===== config.mk =====
export PLATFORM = sky130hd
export DESIGN_NAME = sdwt_cmp_unit
export DESIGN_NICKNAME = d
export VERILOG_FILES = /design/src/rtl/streaming_dedup_watermark_table_assert.svh /design/src/rtl/sdwt_pkg.sv /design/src/rtl/sdwt_cmp_unit.sv
export SDC_FILE = /design/constraint.sdc
export NUM_CORES = 1
export LEC_CHECK = 0
export BUFFER_PORTS_ARGS = -buffer_cell sky130_fd_sc_hd__buf_2
export CORE_UTILIZATION = 31
export DETAILED_ROUTE_END_ITERATION = 10
export SYNTH_ARGS = -nofsm -noshare
export SYNTH_HDL_FRONTEND = slang
export SYNTH_SLANG_ARGS = --single-unit

===== constraint.sdc =====
create_clock -name vclk -period 11.5
set_input_delay 3.45 -clock vclk [all_inputs]
set_output_delay 3.45 -clock vclk [all_outputs]
set_load 0.02 [all_outputs]

===== src/rtl/streaming_dedup_watermark_table_assert.svh =====
// Assertion macros shared by the table RTL.
`ifndef STREAMING_DEDUP_WATERMARK_TABLE_ASSERT_SVH
`define STREAMING_DEDUP_WATERMARK_TABLE_ASSERT_SVH

`ifndef NO_ASSERTIONS
`define SDWT_ASSERT_SAME(lbl, ante, cons) \
    lbl: assert property (@(posedge clk) disable iff (!rst_n) (ante) |-> (cons)) \
        else $error("table assertion failed");
`define SDWT_ASSERT_NEXT(lbl, ante, cons) \
    lbl: assert property (@(posedge clk) disable iff (!rst_n) (ante) |=> (cons)) \
        else $error("table assertion failed");
`else
`define SDWT_ASSERT_SAME(lbl, ante, cons)
`define SDWT_ASSERT_NEXT(lbl, ante, cons)
`endif

`endif


===== src/rtl/sdwt_pkg.sv =====
package sdwt_pkg;

    typedef enum logic [1:0] {
        ST_IDLE,
        ST_SCAN,
        ST_COMMIT
    } state_t;

    typedef struct packed {
        logic eq;
        logic ge;
    } cmp_res_t;

    localparam logic [2:0] VERDICT_KEPT     = 3'd0;
    localparam logic [2:0] VERDICT_DUP      = 3'd1;
    localparam logic [2:0] VERDICT_LATE     = 3'd2;
    localparam logic [2:0] VERDICT_OVERFLOW = 3'd3;
    localparam logic [2:0] VERDICT_FULL     = 3'd4;
    localparam logic [2:0] VERDICT_EVICT    = 3'd5;

    localparam logic [1:0] CFG_WATERMARK_MODE = 2'd0;
    localparam logic [1:0] CFG_LATE_CHECK     = 2'd1;
    localparam logic [1:0] CFG_LATE_WATERMARK = 2'd2;
    localparam logic [1:0] CFG_DELAY          = 2'd3;

    localparam logic [63:0] SIGN_BIT = 64'h8000_0000_0000_0000;

endpackage


===== src/rtl/sdwt_cmp_unit.sv =====
module sdwt_cmp_unit
    import sdwt_pkg::*;
(
    input  logic [63:0] a,
    input  logic [63:0] b,
    output cmp_res_t    res
);

    logic [64:0] diff;

    // one subtractor serves both equality and unsigned order
    assign diff   = {1'b0, a} - {1'b0, b};
    assign res.ge = ~diff[64];
    assign res.eq = (diff[63:0] == 64'd0);

endmodule

==> results of run 1 <==
==> power groups by stage <==
| stage | combinational (mW) | clock, mW | sequential [mW] |
|---|---|---|---|
| after floorplan | 0.213 | 0 | 0 |
| after global placement | 0.297 | 0 | 0 |
| after detailed placement | 0.296 | 0 | 0 |
| after CTS | 0.298 | 0 | 0 |
| after global routing | 0.336 | 0 | 0 |
| final | 0.302 | 0 | 0 |
==> area by class of cell <==
class / instances / area (um^2)
Timing Repair Buffer: 132 / 666
Tap cell: 184 / 230
Fill cell: 1697 / 9310
Inverter: 81 / 304
Multi-Input combinational cell: 619 / 4250
==> layer usage <==
metal,up-vias,global-route usage,wire [um]
li1,2933,-,-
met2,234,0.345,7310
met1,2672,0.287,7790
met4,0,0.0387,287
met3,24,0.0178,1010
met5,-,0,0
==> worst max-delay path by stage <==
stage / to / slack, ns / cells after the start
2_1_floorplan: res[1] / 1.03 / 15
3_3_place_gp: res[1] / 0.52 / 17
3_5_place_dp: res[1] / 0.47 / 17
4_1_cts: res[1] / 0.46 / 17
5_1_grt: res[1] / 0.15 / 17
6_report: res[1] / 0.42 / 17
==> cells in the mapped netlist (4+ instances only) <==
master	number
a311oi_1	5
buf_2	11
nand2b_1	7
nor2_1	52
o2111ai_1	14
nand4_1	30
nor3_1	16
a21oi_1	71
inv_1	81
nand2_1	67
a31oi_1	10
nor4_1	10
a21o_1	19
xnor2_1	15
nand3_1	17
a21oi_2	6
and3_1	4
a21boi_0	5
o21bai_1	6
o211ai_1	5
nor2b_1	8
o22ai_1	4
o21ai_1	5
clkbuf_1	30
xor2_1	17
o32ai_1	4
a211oi_1	5
or3_1	10
o31ai_1	6
o21ai_0	47
mux2i_1	6
o21a_1	21
ha_1	64
==> tightest hold or removal path: cells and delay by family <==
kind,cells,cell delay (ns)
adder cells (fa/ha/maj),1,0.13
buffers and inverters,2,0.23
AO/OA/AOI/OAI,1,0.07
==> logic make-up (layout without fill, tap and decap cells) <==
family | after synthesis | after routing | share of synthesized area
AOI/OAI and AO/OA | 269 | 269 | 0.384
and+or+nand+nor | 244 | 244 | 0.260
buffers and inverters | 124 | 213 | 0.104
adders and majority gates | 65 | 65 | 0.173
xor gates and xnor gates | 32 | 32 | 0.0591
muxes | 9 | 9 | 0.0198
==> metrics.txt, run 1 <==
Final Util 0.369; sequential fraction of the synthesis area 0; TNS Setup 0 ns; post-route ant nets 0; Core ar. between 10,000 and 15,000 um^2; placed cell area between 5000 and 6000 um^2; commonest non-fill, non-tap cell in the layout buf_2; Req. time, crit path a little over 8 ns; die height 126 um; io pins 130; Max FO, Critical Path 6; Post-Syn Instances approximately 740; Post-CTS Setup Bufs 0; CP Data Arrival Time 7.63 ns; Post-Syn Nets ~940; Int Power 0.119 mW; Max Cap Viol 0; placed cell count between 1,000 and 1,500; Leakage Power 2.56 nW; RSZ-0062 raised after global routing no; layout net count 1,027; most frequent cells in the layout buf_2 (130), inv_1 (81), a21oi_1 (71), nand2_1 (67), ha_1 (64); critical path's largest stage delay around 0.64 ns; Remaining DRCs 4; number of detailed-route iterations in the first pass 8; DP Worst Slack ~0.47 ns; Net Sw Power approximately 0.18 mW; crit end category primary output; crit path cell chain buf_2 -> inv_1 -> ha_1 -> fa_1 -> and2b_1 -> o22a_1 -> a21oi_1 -> o31ai_2 -> a21boi_0 -> a22oi_1 -> o2111ai_1 -> nand4b_1 -> nor4_1 -> o2111ai_1 -> or3_1 -> nor4_2 -> buf_2; post-route setup slack 0.424 ns; Avg Inst Size Synth around 6.4 um^2; post-detail-place hpwl between 10,000 and 15,000 um; Period minus WS final 11.08 ns; Pwr Total around 0.3 mW; synth unique cells 75; violated checks design-rule violations; hold_buf cts 0; Storage cell area 0 um^2; hold slack around 7.3 ns; Slew @ Worst Pin ~0.71 ns; worst path bufs/invs 3; share of the synthesized area in the top cell type 0.169; I/O Buffers 130; die width between 100 and 150 um; Rel. slew slack 0.522; worst hold start a[63]; FFs & Latches 0; Finished Layout Cells ~1,000; Hold Path End res[0]; clock buffer count 0; run status finished, violations left; Gate power share 1.000; Power Density around 55 nW/um^2; number of global-route vias before repair between 5,000 and 6,000; First DRT Iteration DRCs 546; endpoints failing setup 0; via count slightly below 6,000; Max Slew Vio Count 0; post_cts resized 0; first-pass GRT wire length 27,300 um; Crit Path Class in2out; hold crit path type in2out; Startpoint Class primary input; Die ar. about 16,000 um^2; synthesized cell area roughly 4700 um^2; area delta synth->final 14.9%; share of layout cells above drive strength 1 0.185; largest net degree at the start of global routing 13; routed length per placed instance ~16 um; synth top area cells ha_1 (17%), a21oi_1 (7.5%), inv_1 (6.4%), nand2_1 (5.3%), o21ai_0 (5.0%); Crit. Startpoint a[0]; placer's final routability congestion estimate 1.01; initial antenna violation count 0; Antenna diodes 0; VDD IR max around 0.019 mV; Final Cycle Share 0.963; Starting Density 0.321; final hold vios 0; site row count 44; area leader, netlist ha_1; sw frac 0.607; Crit-path slowest cell o31ai_2; Clock Power Share 0; Vias/cell about 5.8; cell family with most CP delay compound AO/OA/AOI/OAI gates; hold path depth 4; Flop pwr share 0; global route total overflow 0; All-Layer GR Usage 0.206; Post-Route WL 16,400 um; Finished Cell Area around 5400 um^2; Max Clk Rate roughly 90 MHz; Yosys Warn Count 0
(Power assumes the default switching activity.)
==> run 2, diff against run 1 <==
--- a/config.mk
+++ b/config.mk
@@ -6,7 +6,7 @@
 export NUM_CORES = 1
 export LEC_CHECK = 0
 export BUFFER_PORTS_ARGS = -buffer_cell sky130_fd_sc_hd__buf_2
-export CORE_UTILIZATION = 31
+export CORE_UTILIZATION = 37
 export DETAILED_ROUTE_END_ITERATION = 10
 export SYNTH_ARGS = -nofsm -noshare
 export SYNTH_HDL_FRONTEND = slang
==> metrics.txt, run 2 (synthesized netlist as in run 1, its figures left out) <==
run status complete, no violations; crit end category primary output; critical path's largest stage delay 0.64 ns (about the same); Antenna diodes 0 (unchanged); Max Cap Viol 0 (unchanged); multi-input logic area 4250 um^2 (unchanged); Req. time, crit path 8.05 ns (about the same); placer's final routability congestion estimate 0.968 (-4.5%); Max FO, Critical Path 6 (unchanged); Post-Route WL 15,300 um (-6.9%); All-Layer GR Usage 0.226 (+0.0200); Storage cell area 0 um^2 (unchanged); die height 115 um (-8.3%); I/O Buffers 130 (unchanged); RSZ-0062 raised after global routing no; site row count 40 (-9.1%); Crit. path cell count 17 (unchanged); Flop pwr share 0 (unchanged); Clock Power Share 0 (unchanged); Routed met2 length 6770 um (-7.5%); final hold vios 0 (unchanged); WL met3 899 um (-11%); Post-CTS Setup Bufs 0 (unchanged); initial antenna violation count 0 (unchanged); commonest non-fill, non-tap cell in the layout buf_2; Starting Density 0.387 (+0.0653); Int Power 0.118 mW (-0.37%); via count 5,759 (-1.8%); area delta synth->final 14.3%; hold slack 7.33 ns (-0.00451 ns); Crit Path Class in2out; Die ar. 13,300 um^2 (-16%); hold path depth 4 (unchanged); largest net degree at the start of global routing 13 (unchanged); global route total overflow 0 (unchanged); die width 115 um (-8.3%); endpoints failing setup 0 (unchanged); cell family with most CP delay compound AO/OA/AOI/OAI gates; sw frac 0.604 (-0.00242); FFs & Latches 0 (unchanged); clock buffer count 0 (unchanged); first-pass GRT wire length 24,500 um (-10%); hold_buf cts 0 (unchanged); number of global-route vias before repair 5,093 (-9.7%); post-route ant nets 0 (unchanged); Hold Path End res[0]; Metal-1 WL 7270 um (-6.6%); VDD IR max 0.0232 mV (+22%); Rel. slew slack 0.528 (+0.00574); Max Clk Rate 90.5 MHz (+0.22%); most frequent cells in the layout buf_2 (130), inv_1 (81), a21oi_1 (71), nand2_1 (67), ha_1 (64); Net Sw Power 0.181 mW (-1.4%); post_cts resized 0 (unchanged); Remaining DRCs 0 (-4); routed length per placed instance 15.3 um (-5.3%); hold crit path type in2out; Core ar. 12,300 um^2 (-17%); Period minus WS final 11.05 ns (-0.0244 ns); top routing layer in use met4; fill count 1,349 (-21%); Vias/cell 5.76 (-0.10%); worst path bufs/invs 3 (unchanged); Gate power share 1.000 (about the same); Startpoint Class primary input; crit path cell chain buf_2 -> inv_1 -> ha_1 -> fa_1 -> and2b_1 -> o22a_1 -> a21oi_1 -> o31ai_2 -> a21boi_0 -> a22oi_1 -> o2111ai_1 -> nand4b_1 -> nor4_1 -> o2111ai_1 -> or3_1 -> nor4_2 -> buf_2; worst hold start a[63]; TNS Setup 0 ns (unchanged); post-detail-place hpwl 13,200 um (-5.5%); Power Density 55.2 nW/um^2 (-0.48%); Max Slew Vio Count 0 (unchanged); layout net count 1,026 (-0.097%); CP Data Arrival Time 7.60 ns (-0.03 ns); Leakage Power 2.56 nW (-0.19%); share of layout cells above drive strength 1 0.184 (-0.000981); Crit-path slowest cell o31ai_2; io pins 130 (unchanged); number of detailed-route iterations in the first pass 5 (-3); First DRT Iteration DRCs 400 (-27%); Final Cycle Share 0.961 (-0.00212); Slew @ Worst Pin 0.704 ns (-0.00855 ns)
-- run 2: layout make-up --
cell class | count | share of cell area
repair buffers | 131 | 0.121
multi-input cells | 619 | 0.784
inverters | 81 | 0.0561
well taps | 168 | 0.0388
-- run 2: stage by stage --
stage	cells	util	setup WS (ns)	cell area (um^2)	total power [mW]
6_report	999	0.442	0.448	5420	0.299
5_1_grt	999	0.442	0.224	5420	0.331
4_1_cts	999	0.442	0.509	5420	0.296
3_5_place_dp	999	0.442	0.524	5420	0.294
3_3_place_gp	999	0.442	0.473	5420	0.296
2_1_floorplan	743	-	1.03	4740	0.213
-- run 2: power by group through the flow --
stage	clock network [mW]	registers (mW)	logic, mW
after floorplan	0	0	0.213
after global placement	0	0	0.296
after detailed placement	0	0	0.294
after CTS	0	0	0.296
after global routing	0	0	0.331
final	0	0	0.299
-- run 2: worst max-delay path by stage --
stage / start / end / slack (ns)
after floorplan: a[0] / res[1] / 1.03
after global placement: a[0] / res[1] / 0.47
after detailed placement: a[0] / res[1] / 0.52
after CTS: a[0] / res[1] / 0.51
after global routing: a[0] / res[1] / 0.22
final: a[0] / res[1] / 0.45
-- run 2: worst min-delay path, cell delays in order --
cell and delay (ns):
buf_2 0.08, ha_1 0.13, a21o_1 0.08, buf_2 0.15
-- run 2: per-layer routing --
layer / GRT usage / vias up
met5: 0 / -
met4: 0.0511 / 0
met3: 0.0179 / 26
met2: 0.375 / 223
met1: 0.316 / 2572
li1: - / 2938
